[config.mk]
export PLATFORM = sky130hd
export DESIGN_NAME = aavr_cell
export DESIGN_NICKNAME = d
export VERILOG_FILES = /design/src/sv/axis_angle_view_rotate_assert.svh /design/src/sv/aavr_pkg.sv /design/src/sv/aavr_cell.sv
export SDC_FILE = /design/constraint.sdc
export NUM_CORES = 1
export LEC_CHECK = 0
export BUFFER_PORTS_ARGS = -buffer_cell sky130_fd_sc_hd__buf_2
export CAP_MARGIN = 25
export CELL_PAD_IN_SITES_DETAIL_PLACEMENT = 1
export CELL_PAD_IN_SITES_GLOBAL_PLACEMENT = 1
export CORE_ASPECT_RATIO = 1.25
export CORE_UTILIZATION = 46
export DETAILED_ROUTE_END_ITERATION = 10
export GPL_TIMING_DRIVEN = 0
export HOLD_SLACK_MARGIN = 0.12
export PLACE_DENSITY_LB_ADDON = 0.1
export SYNTH_ARGS = -nofsm -noshare
export SYNTH_HDL_FRONTEND = slang
export SYNTH_SLANG_ARGS = --single-unit
[constraint.sdc]
create_clock -name clk -period 9.05 [get_ports clk]
set_input_delay 1.81 -clock clk [delete_from_list [all_inputs] [get_ports clk]]
set_output_delay 1.81 -clock clk [all_outputs]
set_load 0.1 [all_outputs]
[src/sv/axis_angle_view_rotate_assert.svh]
// Assertion macros for the view rotation block.
`ifndef AXIS_ANGLE_VIEW_ROTATE_ASSERT_SVH
`define AXIS_ANGLE_VIEW_ROTATE_ASSERT_SVH
`ifndef SYNTHESIS
`define AAVR_ASSERT_IMPL(label, clk, rst, a, c) \
  label: assert property (@(posedge clk) disable iff (rst) (a) |-> (c)) else $error("failed");
`define AAVR_ASSERT_NEXT(label, clk, rst, a, c) \
  label: assert property (@(posedge clk) disable iff (rst) (a) |=> (c)) else $error("failed");
`else
`define AAVR_ASSERT_IMPL(label, clk, rst, a, c)
`define AAVR_ASSERT_NEXT(label, clk, rst, a, c)
`endif
`endif

[src/sv/aavr_pkg.sv]
package aavr_pkg;
  localparam int TableLen = 24;
  localparam logic signed [35:0] InvGainQ30 = 36'sd652032874;
  localparam logic signed [35:0] PiQ28 = 36'sd843314857;
  localparam logic signed [35:0] HalfPiQ28 = 36'sd421657428;
  localparam logic signed [35:0] TwoPiQ28 = 36'sd1686629713;
  localparam logic signed [35:0] OneQ30 = 36'sd1073741824;

  typedef logic signed [35:0] cw_t;

  typedef struct packed {
    cw_t  x;
    cw_t  y;
    cw_t  z;
    logic flip;
  } cord_t;

  function automatic cw_t atan_q28(input logic [4:0] i);
    cw_t r;
    r = '0;
    case (i)
      5'd0: r = 36'sd210828714;
      5'd1: r = 36'sd124459457;
      5'd2: r = 36'sd65760959;
      5'd3: r = 36'sd33381290;
      5'd4: r = 36'sd16755422;
      5'd5: r = 36'sd8385879;
      5'd6: r = 36'sd4193963;
      5'd7: r = 36'sd2097109;
      5'd8: r = 36'sd1048571;
      5'd9: r = 36'sd524287;
      5'd10: r = 36'sd262144;
      5'd11: r = 36'sd131072;
      5'd12: r = 36'sd65536;
      5'd13: r = 36'sd32768;
      5'd14: r = 36'sd16384;
      5'd15: r = 36'sd8192;
      5'd16: r = 36'sd4096;
      5'd17: r = 36'sd2048;
      5'd18: r = 36'sd1024;
      5'd19: r = 36'sd512;
      5'd20: r = 36'sd256;
      5'd21: r = 36'sd128;
      5'd22: r = 36'sd64;
      5'd23: r = 36'sd32;
      default: r = '0;
    endcase
    return r;
  endfunction
endpackage

[src/sv/aavr_cell.sv]
// One CORDIC micro-rotation; the stage index is fixed per cell.
module aavr_cell #(
  parameter int STEP = 0
) (
  input  logic            clk,
  input  logic            en,
  input  aavr_pkg::cord_t d,
  output aavr_pkg::cord_t q
);
  aavr_pkg::cw_t dx, dy, at;
  aavr_pkg::cord_t nx;

  always_comb begin
    dx = d.y >>> STEP;
    dy = d.x >>> STEP;
    at = aavr_pkg::atan_q28(5'(STEP));
    nx = d;
    if (!d.z[35]) begin
      nx.x = d.x - dx;
      nx.y = d.y + dy;
      nx.z = d.z - at;
    end else begin
      nx.x = d.x + dx;
      nx.y = d.y - dy;
      nx.z = d.z + at;
    end
  end

  always_ff @(posedge clk) begin
    if (en) begin
      q <= nx;
    end
  end
endmodule

-- Yosys cells after proc, flatten, opt, wreduce, memory -nomap -nowiden
Cells that the tools add are included.
- word-level logic and storage cells: 10
- input port bits: 111
- register bits: 109
- multiplexer cells: 1
- add/subtract/negate cells: 5
- operators by type and width (kind ; count):
    two-way mux 108 bit ; 1
    subtractor 36 bit ; 2
    adder 36 x 29 -> 36 bit (second input constant) ; 1
    adder 36 bit ; 1
    subtractor 36 x 29 -> 36 bit (second input constant) ; 1

-- Depth between registers and ports, before layout
Gate-level depths: netlist of the first run.
- depth after elaboration: 2
- depth in mapped cells: 13
- gate-level depth less buffers: 12

-- Worst setup path after synthesis of the first run
No wires, ideal clock.
- path type: input -> register
- start point: input d[36] (netlist name)
- end point: register q[31] (netlist name), data pin
- setup time: 0.262 ns
- arrival: 4.386 ns
- path buffers: 2
- stages on the path: 13
- setup slack: 4.403 ns
- data required time: 8.788 ns
- path through: clkinv_1 > clkbuf_1 > buf_2 > ha_1 > a21o_1 > a21oi_1 > nor2_1 > a21oi_1 > a211oi_1 > or2_1 > a21oi_1 > o21ai_1 > xor2_1
- RTL lines (what ; line ; source):
    start: declaration ; aavr_cell.sv:7 ; input aavr_pkg::cord_t d,
    end signal: assignment ; aavr_cell.sv:31 ; q <= nx;
    end: declaration ; aavr_cell.sv:8 ; output aavr_pkg::cord_t q

==> flow_summary.rst, run 1 <==
.. list-table::
   :header-rows: 1

   * - Metric
     - Value
   * - Top achievable clock speed
     - 0.1623 GHz
   * - Number of max-capacitance violations reported
     - 0
   * - Largest registers
     - q (108)
   * - Multiplexer share of the synthesized area
     - between 1 and 1.5%
   * - Count of hold-fix buffers inserted at cts
     - 0
   * - Destination of the worst hold path
     - q[1]
   * - Final hold viol count
     - 0
   * - Dpl hpwl
     - 32280 um
   * - Run status
     - finished clean
   * - Required time of the worst setup path
     - 9250 ps
   * - Post-Syn Area
     - 11300 um^2
   * - Num CTS Buffers
     - 9
   * - P_int
     - 1158 uW
   * - Crit share post-route
     - 68.06%
   * - Number of placed I/O pins
     - 220
   * - Worst endpoint data arrival time
     - 6360 ps
   * - Placeable Area
     - around 24000 um^2
   * - Most repeated cell in the gate-level netlist after synthesis
     - a21oi_1
   * - Total of warnings raised by yosys
     - 0
   * - Share of synthesized cell area in and, or, nand and nor gates
     - 14.17%
   * - Synthesized area per cell
     - 8.524 um^2
   * - WL/cell
     - between 20 and 25 um
   * - Worst Min Path Start
     - d[1]
   * - Area fraction of the dominant cell type after synthesis
     - 28.69%
   * - Maximum vdd drop
     - 135.0 uV
   * - Share of total power consumed by net switching
     - 52.65%
   * - Max-slew violation count
     - 0
   * - Worst Tran Pin Value
     - 1020 ps
   * - Critical Path End Type
     - flip-flop
   * - Largest area contributor in the netlist
     - edfxtp_1
   * - DR iter-0 viols
     - 646
   * - Total nets after synthesis
     - 1579
   * - Tightest hold margin
     - 1606 ps
   * - Die span in y
     - around 180 um
   * - Total detailed-routing wirelength
     - 40370 um
   * - Vias per cell
     - around 5.9
   * - Design Area, Final
     - 13120 um^2
   * - DIE WIDTH
     - approximately 140 um
   * - Number of placed instances, taps included
     - 1872
   * - Cell count after synthesis
     - 1326
   * - Net switching power of the design
     - 1287 uW
   * - Number of resized instances in the post-cts repair step
     - 0
   * - Total gr overflow
     - 0
   * - Cell area after placement
     - 12840 um^2
   * - Number of H-tree branching levels
     - 3
   * - Antenna violations before repair
     - 1
   * - Fraction of layout instances using a drive strength above 1
     - between 10% and 20%
   * - Flip-flop and latch count after synthesis
     - 108
   * - First-pass GRT wire length
     - 62220 um
   * - Clock-pin slew reported for the worst setup and hold paths after clock tree synthesis
     - roughly 80 ps
   * - Category of the most critical setup path
     - in2reg
   * - Finish-stage setup viols
     - 0
   * - Critical path launch point type
     - input port
   * - Clock power share
     - 16.1%
   * - Post-CTS repair timing setup buffer count
     - 0
   * - Post-route non-filler standard cell count
     - 1889
   * - Share of power burned in combinational logic
     - 55.8%
   * - Buffers on Ports
     - 219
   * - Number of global-route vias before repair
     - between 10000 and 15000
   * - GP Congestion
     - 0.9323
   * - Worst min path class
     - in2reg
   * - Part of the total power dissipated in sequential elements
     - roughly 28%
   * - Fraction of registers with async set/reset
     - 0%
   * - Largest net degree at the start of global routing
     - 69
   * - Adder-cell share of the synthesized area
     - 15.98%
   * - Most used flip-flop cell after synthesis
     - edfxtp_1
   * - Number of clock sinks seen by CTS
     - 108
   * - Iteration count of the initial detailed-routing pass
     - 5
   * - Bufs on Longest Clock Path
     - 2
   * - Cell at the root of the clock tree
     - clkbuf_16
   * - Register area share after synthesis
     - between 20% and 30%
   * - Number of cell rows
     - 63
   * - Number of different library cells in the post-synthesis netlist
     - 92
   * - Number of remaining DRC errors
     - 0
   * - CP max FO
     - 29
   * - Hold path depth
     - 1
   * - Unrepaired setup endpoints after global routing
     - false
   * - Biggest area contributors in the synthesized netlist
     - edfxtp_1 29%, ha_1 15%, a21oi_1 7.0%, xnor2_1 5.9%, inv_1 4.1%
   * - All-layer global routing usage
     - 32.21%
   * - Count of nets left with antenna violations after detail routing
     - 0
   * - Layout overhead on the synthesized area
     - 16.07%
   * - Number of nets in the layout
     - ~1800
   * - Xor/xnor cell area share of the yosys netlist
     - 7.439%
   * - Leakage power figure
     - ~0.006 uW
   * - Slew Limit Headroom
     - 31.97%
   * - Flip-flop count of the largest register after layout
     - between 100 and 150
   * - Reg with most FFs
     - q
   * - Setup TNS
     - 0 ps
   * - Largest family of logic cells by synthesized area
     - compound AO/OA/AOI/OAI gates
   * - Cell area power density
     - 186.3 nW/um^2
   * - Ranking of synthesized cells by instance count
     - 158 x a21oi_1, 138 x ha_1, 122 x inv_1
   * - Area of the die
     - roughly 25000 um^2
   * - Count of flip-flops with a built-in enable after synthesis
     - about 110
   * - Clock tree from TritonCTS
     - done
   * - Total number of vias
     - 11220
   * - Time the worst path needs with I/O delays and setup
     - 6160 ps
   * - Initial Util
     - 47.33%
   * - Fraction of the mapped netlist area in compound gates
     - 26.33%
==> kinds of logic after synthesis <==
kind of cell | after synthesis
AOI/OAI and AO/OA | 458
and+or+nand+nor | 333
buffers and inverters | 176
adders and majority gates | 142
DFF | 108
xor gates and xnor gates | 96
muxes | 13
==> how the worst max path moves through the flow <==
stage	end	startpoint	cells after the start
final	q[33]	d[36]	14
after global routing	q[35]	d[36]	14
after CTS	q[33]	d[36]	14
after detailed placement	q[33]	d[36]	14
after global placement	q[31]	d[36]	14
after floorplan	q[31]	d[36]	13
==> layer usage <==
metal,wire length [um],part of all wire [%],GRT usage (%)
met1,16370,41,37.96
met2,20470,51,58.42
met3,2136,5.3,3.653
met4,1389,3.4,13.98
met5,0,0,0
==> final cells by class <==
type                       instances  area, um^2
fill                            3024       10760
multi-input combinational       1042        7357
sequential                       108        3243
timing repair buffer             221        1131
inverter                         124       465.4
tap                              325       406.6
buffer                            52       237.7
clock buffer                      10       229.0
clock inverter                     6       47.55
antenna                            1       2.502
==> power groups by stage <==
stage | Combinational, uW | Sequential (uW) | Clock (uW)
6_report | 1370 | 686 | 394
5_1_grt | 1430 | 693 | 412
4_1_cts | 1360 | 687 | 402
3_5_place_dp | 1350 | 697 | 0
3_3_place_gp | 1330 | 695 | 0
2_1_floorplan | 461 | 1290 | 0
==> critical path, stage by stage <==
cell,delay [ps]
buf_2,400
clkinv_1,380
clkbuf_1,440
buf_2,570
ha_1,430
clkbuf_1,280
nand4_1,190
a21oi_1,180
nand2_1,100
a211oi_1,550
nor2_1,160
o21ai_0,360
nand3_1,150
a311oi_1,300
==> through the flow <==
| step | total power, uW | util, % | setup slack, ps |
|---|---|---|---|
| floorplan | 1755 | - | 4403 |
| global route | 2536 | 54.93 | 2611 |
| finish | 2445 | 54.93 | 2890 |
| detailed placement | 2047 | 53.76 | 2686 |
| CTS | 2446 | 54.92 | 3031 |
| global placement | 2026 | 53.62 | 2733 |
==> layout by cell type (no fill, tap or decap), drive strengths merged, types with 37 or more instances in the layout <==
cell and n:
clkbuf 37, nor2 116, ha 138, xnor2 76, edfxtp 108, a21o 38
a21oi 160, o21ai 85, nand2 76, inv 125, buf 246
Power figures use the tool's default switching activity.
==> run 2, diff against run 1 <==
ABC_AREA = 1   (was default)
CORE_UTILIZATION = 37   (was 46)
clock period = 4.95 ns   (was 9.05 ns; I/O delays follow)
==> run 2 against run 1 <==
Cell count rose by 47%; clock power rose by 100%; first-iteration DRC count fell by 2.6%; worst hold slack got worse by 840 ps; non-clock buffer count fell by 3; largest power group unchanged.
==> flow_summary.rst, run 2 <==
.. list-table::
   :header-rows: 1

   * - Metric
     - Value
   * - Largest registers
     - q (108)
   * - Final standard cell utilization of the core
     - 43.43% (-12 points)
   * - Ranking of synthesized cells by instance count
     - 602 x nand2_1, 321 x inv_1, 175 x nand3_1
   * - Number of placed I/O pins
     - 220 (unchanged)
   * - Antenna violations before repair
     - 0 (-1)
   * - Flip-flop and latch count after synthesis
     - 108 (unchanged)
   * - Total detailed-routing wirelength
     - 55220 um (+37%)
   * - Most repeated cell in the gate-level netlist after synthesis
     - nand2_1
   * - Cell at the slowest stage of the critical path
     - ha_1
   * - Most common cell after layout, fill and taps aside
     - nand2_1
   * - Number of H-tree branching levels
     - 3 (unchanged)
   * - CP max FO
     - 29 (unchanged)
   * - Top achievable clock speed
     - 0.2545 GHz
   * - Dpl hpwl
     - 47340 um (+47%)
   * - Buffers on Ports
     - 219 (unchanged)
   * - Fraction of registers with async set/reset
     - 0% (unchanged)
   * - Number of clock sinks seen by CTS
     - 108 (unchanged)
   * - Flip-flop count of the largest register after layout
     - 108 (unchanged)
   * - All-layer global routing usage
     - 30.23% (-2.0 points)
   * - GP Congestion
     - 1.049 (+12%)
   * - Number of different library cells in the post-synthesis netlist
     - 46 (-50%)
   * - Worst setup slack after placement
     - 593.4 ps (-2092 ps)
   * - Bufs on Longest Clock Path
     - 2 (unchanged)
   * - Post-Syn Area
     - 13400 um^2 (+19%)
   * - Number of nets in the layout
     - 2551 (+41%)
   * - Largest area contributor in the netlist
     - edfxtp_1
   * - Iteration count of the initial detailed-routing pass
     - 5 (unchanged)
   * - Number of remaining DRC errors
     - 0 (unchanged)
   * - Maximum vdd drop
     - 148.3 uV (+9.9%)
   * - Count of nets left with antenna violations after detail routing
     - 0 (unchanged)
   * - Count of flip-flops with a built-in enable after synthesis
     - 108 (unchanged)
   * - Clock tree from TritonCTS
     - done
   * - Met3 demand-to-capacity share in global routing
     - 3.039% (-0.61 points)
   * - Post-route non-filler standard cell count
     - 2777 (+47%)
   * - Most used flip-flop cell after synthesis
     - edfxtp_1
   * - Met2 GRT Util
     - 55.51% (-2.9 points)
   * - Setup TNS
     - 0 ps (unchanged)
   * - Total number of vias
     - 14410 (+29%)
   * - Number of placed instances, taps included
     - 2761 (+47%)
   * - Cell area power density
     - 299.1 nW/um^2 (+60%)
   * - Area of the die
     - 36980 um^2 (+47%)
   * - Number of resized instances in the post-cts repair step
     - 0 (unchanged)
   * - Category of the most critical setup path
     - in2reg
   * - Total gr overflow
     - 0 (unchanged)
   * - Register area share after synthesis
     - 24.20% (-4.5 points)
   * - Largest net degree at the start of global routing
     - 73 (+5.8%)
   * - Leakage power figure
     - 0.008027 uW (+38%)
   * - Highest-count cells in the layout ignoring fill and taps
     - 602 x nand2_1, 321 x inv_1, 226 x buf_2
   * - Design Area, Final
     - 15440 um^2 (+18%)
   * - Worst min path class
     - in2reg
   * - Num CTS Buffers
     - 9 (unchanged)
   * - Max-slew violation count
     - 0 (unchanged)
   * - Worst setup margin
     - 1020 ps (-1870 ps)
   * - Vias per cell
     - 5.190 (-13%)
   * - Run status
     - finished clean
   * - Clock-pin slew reported for the worst setup and hold paths after clock tree synthesis
     - 100 ps (+20 ps)
   * - Required time of the worst setup path
     - 5080 ps (-4170 ps)
   * - First-pass GRT wire length
     - 83520 um (+34%)
   * - Initial Util
     - 37.69% (-9.6 points)
   * - Critical Path End Type
     - flip-flop
   * - Total nets after synthesis
     - 2319 (+47%)
   * - Number of cell rows
     - 77 (+22%)
   * - DIE WIDTH
     - 172.2 um (+21%)
   * - Crit share post-route
     - approximately four fifths
   * - WL/cell
     - 19.89 um (-6.9%)
   * - Time the worst path needs with I/O delays and setup
     - 3930 ps
   * - Global routing usage on met1
     - 34.66% (-3.3 points)
   * - Reg with most FFs
     - q
   * - Unrepaired setup endpoints after global routing
     - false
   * - Post-CTS repair timing setup buffer count
     - 0 (unchanged)
   * - Slew Limit Headroom
     - 32.67% (+0.70 points)
   * - Worst endpoint data arrival time
     - 4060 ps (-2300 ps)
   * - Total of warnings raised by yosys
     - 0 (unchanged)
   * - Placeable Area
     - 35550 um^2 (+49%)
   * - Fraction of layout instances using a drive strength above 1
     - 15.37% (-2.5 points)
   * - Fillcell total
     - 4874 (+61%)
   * - Count of hold-fix buffers inserted at cts
     - 0 (unchanged)
   * - Final hold viol count
     - 0 (unchanged)
   * - Critical path launch point type
     - input port
   * - Die span in y
     - 214.8 um (+21%)
   * - Worst Tran Pin Value
     - 1010 ps (-10.53 ps)
   * - Biggest area contributors in the synthesized netlist
     - edfxtp_1 24%, nand2_1 17%, ha_1 13%, inv_1 9.0%, nand3_1 6.5%
   * - Highest-utilization routing layer at the global route stage
     - met2
   * - Finish-stage setup viols
     - 0 (unchanged)
   * - Synthesized area per cell
     - 6.486 um^2 (-24%)
   * - Number of max-capacitance violations reported
     - 0 (unchanged)
   * - Layout overhead on the synthesized area
     - 15.22%
   * - Count of antenna diodes in the layout
     - 0 (-1)
   * - List of cells traversed by the critical path
     - buf_2 > buf_2 > clkinv_1 > buf_2 > ha_1 > a21oi_1 > o21ai_0 > a21boi_0 > nor2_1 > nor2_1 > nand2_1 > nand2_1 > nand2_1
   * - Number of global-route vias before repair
     - 14890 (+29%)
   * - Cell area after placement
     - 15130 um^2 (+18%)
   * - DR iter-0 viols
     - 629 (-2.6%)
   * - Cell count after synthesis
     - 2066 (+56%)
   * - Area fraction of the dominant cell type after synthesis
     - 24.20% (-4.5 points)
   * - Highest cell delay on the worst timing path
     - 510 ps (-60 ps)
   * - Cell at the root of the clock tree
     - clkbuf_16
==> run 2: final cells by class <==
| cell class | count | area [um^2] | share of cell area, % |
|---|---|---|---|
| Multi-Input combinational cell | 1579 | 8536 | 55.29 |
| Sequential cell | 108 | 3243 | 21.01 |
| Inverter | 330 | 1239 | 8.023 |
| Timing Repair Buffer | 221 | 1141 | 7.391 |
| Tap cell | 474 | 593.1 | 3.841 |
| Buffer | 49 | 381.6 | 2.472 |
| Clock buffer | 9 | 225.2 | 1.459 |
| Clock inverter | 7 | 80.08 | 0.5187 |
==> run 2: worst paths after layout <==
| path | startpoint | endpoint | cells after the start |
|---|---|---|---|
| min | d[1] | q[1] | 1 |
| max | d[36] | q[33] | 13 |
==> run 2: worst max-delay path: cells and delay by family <==
family / cells / cell delay, ps
simple gates: 5 / 440
buf+inv: 4 / 1280
compound gates: 3 / 810
fa+ha+maj: 1 / 510
==> run 2: logic make-up (layout without fill, tap and decap cells) <==
family | Yosys count | after routing | share of synthesized area (%)
AOI/OAI and AO/OA | 327 | 327 | 13.24
xor gates and xnor gates | 54 | 54 | 3.530
adders and majority gates | 142 | 142 | 13.48
buffers and inverters | 379 | 616 | 12.09
DFF | 108 | 108 | 24.20
and+or+nand+nor | 1056 | 1056 | 33.45
==> run 2: where the power goes <==
group / total (uW) / internal [uW] / leakage, uW / switching, uW
Combinational: 2600 / 555 / 0.00683 / 2050
Clock: 794 / 362 / 0.000146 / 432
Sequential: 1220 / 1180 / 0.00106 / 34.2
Total: 4620 / 2100 / 0.00803 / 2520
==> run 2: stage by stage <==
stage	power (uW)	hold slack, ps
floorplan	3188	1089
global placement	3793	1166
detailed placement	3837	1171
CTS	4657	735.4
global route	4855	750.6
finish	4617	763.7
==> run 2: layer usage <==
layer	share of wire [%]	routed length (um)
met1	41	22710
met2	51	28160
met3	3.2	1783
met4	4.6	2563
met5	0	0
==> run 3, diff against run 2 <==
CORE_UTILIZATION = 41   (was 37)
clock period = 4 ns   (was 4.95 ns; I/O delays follow)
==> run 3 against run 2 <==
Die area fell by 9.7%; combinational power is 25% higher; non-clock buffer count fell by 1; via count grew 1.4%; highest routed layer unchanged; worst hold slack worse by 190 ps; critical path depth unchanged; flip-flop and latch count is the same.
==> flow_summary.rst, run 3 (synthesis results as in run 2) <==
.. list-table::
   :header-rows: 1

   * - Metric
     - Value
   * - Final standard cell utilization of the core
     - 47.97% (+4.5 points)
   * - Clock tree from TritonCTS
     - done
   * - Worst Tran Pin Value
     - 1140 ps (+129.7 ps)
   * - Number of global-route vias before repair
     - 15410 (+3.5%)
   * - GP Congestion
     - 1.009 (-3.7%)
   * - Vias per cell
     - 5.384 (+3.7%)
   * - First-pass GRT wire length
     - 84750 um (+1.5%)
   * - Count of antenna diodes in the layout
     - 0 (unchanged)
   * - Fraction of layout instances using a drive strength above 1
     - 15.29% (-0.080 points)
   * - Flip-flop count of the largest register after layout
     - 108 (unchanged)
   * - Iteration count of the initial detailed-routing pass
     - 5 (unchanged)
   * - All-layer global routing usage
     - 33.76% (+3.5 points)
   * - Met2 GRT Util
     - 63.35% (+7.8 points)
   * - Required time of the worst setup path
     - 4160 ps (-920 ps)
   * - Worst Path Buf+Inv
     - 4 (unchanged)
   * - Global routing usage on met1
     - 37.02% (+2.4 points)
   * - Cell at the root of the clock tree
     - clkbuf_16
   * - DIE WIDTH
     - 163.7 um (-4.9%)
   * - List of cells traversed by the critical path
     - buf_2 > buf_2 > clkinv_1 > buf_2 > ha_1 > a21oi_1 > o21ai_0 > a21oi_1 > nand3_1 > nand3b_1 > nand2_1 > nand2_1 > nand2_1
   * - Finish-stage setup viols
     - 0 (unchanged)
   * - Reg with most FFs
     - q
   * - Number of cell rows
     - 73 (-5.2%)
   * - Worst endpoint data arrival time
     - 3850 ps (-210 ps)
   * - Total gr overflow
     - 0 (unchanged)
   * - Layout overhead on the synthesized area
     - 14.45%
   * - Highest cell delay on the worst timing path
     - 720 ps (+210 ps)
   * - Time the worst path needs with I/O delays and setup
     - between 3000 and 4000 ps
   * - Most common cell after layout, fill and taps aside
     - nand2_1
   * - Placeable Area
     - 31970 um^2 (-10%)
   * - Top achievable clock speed
     - ~0.27 GHz
   * - Highest-utilization routing layer at the global route stage
     - met2
   * - Critical path launch point type
     - input port
   * - Category of the most critical setup path
     - in2reg
   * - Number of remaining DRC errors
     - 0 (unchanged)
   * - Cell at the slowest stage of the critical path
     - buf_2
   * - Met3 demand-to-capacity share in global routing
     - 3.896% (+0.86 points)
   * - Slew Limit Headroom
     - 24.02% (-8.6 points)
   * - Leakage power figure
     - 0.008018 uW (-0.11%)
   * - Number of resized instances in the post-cts repair step
     - 0 (unchanged)
   * - Number of placed instances, taps included
     - 2698 (-2.3%)
   * - Die span in y
     - 204.1 um (-5.0%)
   * - Power consumption
     - 5725 uW (+24%)
   * - Dpl hpwl
     - 47370 um (about the same)
   * - Cell area power density
     - 373.3 nW/um^2 (+25%)
   * - Worst min path class
     - in2reg
   * - Highest-count cells in the layout ignoring fill and taps
     - 602 x nand2_1, 321 x inv_1, 226 x buf_2
   * - Initial Util
     - 41.91% (+4.2 points)
   * - Number of placed I/O pins
     - 220 (unchanged)
   * - Crit share post-route
     - 92.21%
   * - Post-CTS repair timing setup buffer count
     - 0 (unchanged)
   * - Number of H-tree branching levels
     - 3 (unchanged)
   * - Largest net degree at the start of global routing
     - 75 (+2.7%)
   * - Unrepaired setup endpoints after global routing
     - false
   * - Bufs on Longest Clock Path
     - 2 (unchanged)
   * - Antenna violations before repair
     - 0 (unchanged)
   * - Clock-pin slew reported for the worst setup and hold paths after clock tree synthesis
     - 90 ps (about the same)
   * - Max-slew violation count
     - 0 (unchanged)
   * - Cell type group with the largest total delay on the critical path
     - buffers and inverters
   * - DR iter-0 viols
     - 802 (+28%)
   * - Count of hold-fix buffers inserted at cts
     - 0 (unchanged)
   * - Critical Path End Type
     - flip-flop
   * - Number of nets in the layout
     - 2550 (-0.039%)
   * - Number of clock sinks seen by CTS
     - 108 (unchanged)
   * - Final hold viol count
     - 0 (unchanged)
   * - Maximum vdd drop
     - 273.2 uV (+84%)
   * - CP max FO
     - 29 (unchanged)
   * - Run status
     - finished clean
   * - Largest registers
     - q (108)
   * - Buffers on Ports
     - 219 (unchanged)
   * - Total detailed-routing wirelength
     - 55490 um (+0.48%)
   * - Total number of vias
     - 14610 (+1.4%)
   * - Count of nets left with antenna violations after detail routing
     - 0 (unchanged)
   * - Post-route non-filler standard cell count
     - 2714 (-2.3%)
   * - Num CTS Buffers
     - 9 (unchanged)
   * - WL/cell
     - 20.44 um (+2.8%)
   * - Setup TNS
     - 0 ps (unchanged)
   * - Area of the die
     - 33410 um^2 (-9.7%)
   * - Tightest hold margin
     - 570.5 ps (-193.1 ps)
   * - Number of max-capacitance violations reported
     - 0 (unchanged)
## run 3: changes by cell type in the layout (fill, tap and decap cells not counted)
cell / change
buf_8: -1
clkinv_1: +1
clkinv_4: +1
clkinv_8: -1
clkinvlp_4: -1
## run 3: stage by stage
step / setup slack (ps) / area (um^2)
floorplan: 1113 / 13400
global placement: -84.14 / 15010
detailed placement: -103.7 / 15040
CTS: 316.8 / 15330
global route: 111.4 / 15330
finish: 311.5 / 15330
## run 3: routing by layer
layer	wire length (um)	part of all wire, %
met2	28750	52
met3	2094	3.8
met4	2676	4.8
met5	0	0
met1	21970	40
## run 3: area by class of cell
| class | instances | area, um^2 |
|---|---|---|
| inverter | 330 | 1239 |
| multi-input combinational | 1579 | 8536 |
| tap | 412 | 515.5 |
| sequential | 108 | 3243 |
| buffer | 49 | 381.6 |
| timing repair buffer | 220 | 1126 |
| fill | 4386 | 16630 |
| clock buffer | 9 | 225.2 |
| clock inverter | 7 | 68.82 |
## run 3: power by group
part	total [uW]	internal [uW]	leakage, uW	switching, uW
sequential	1510	1470	0.00106	46.4
clock	975	442	0.000144	533
combinational	3240	686	0.00682	2550
total	5730	2590	0.00802	3130
## run 3: worst paths after layout
path | from | end | slack, ps | cells after the start
max | d[36] | q[35] | 310 | 13
min | d[0] | q[0] | 570 | 1
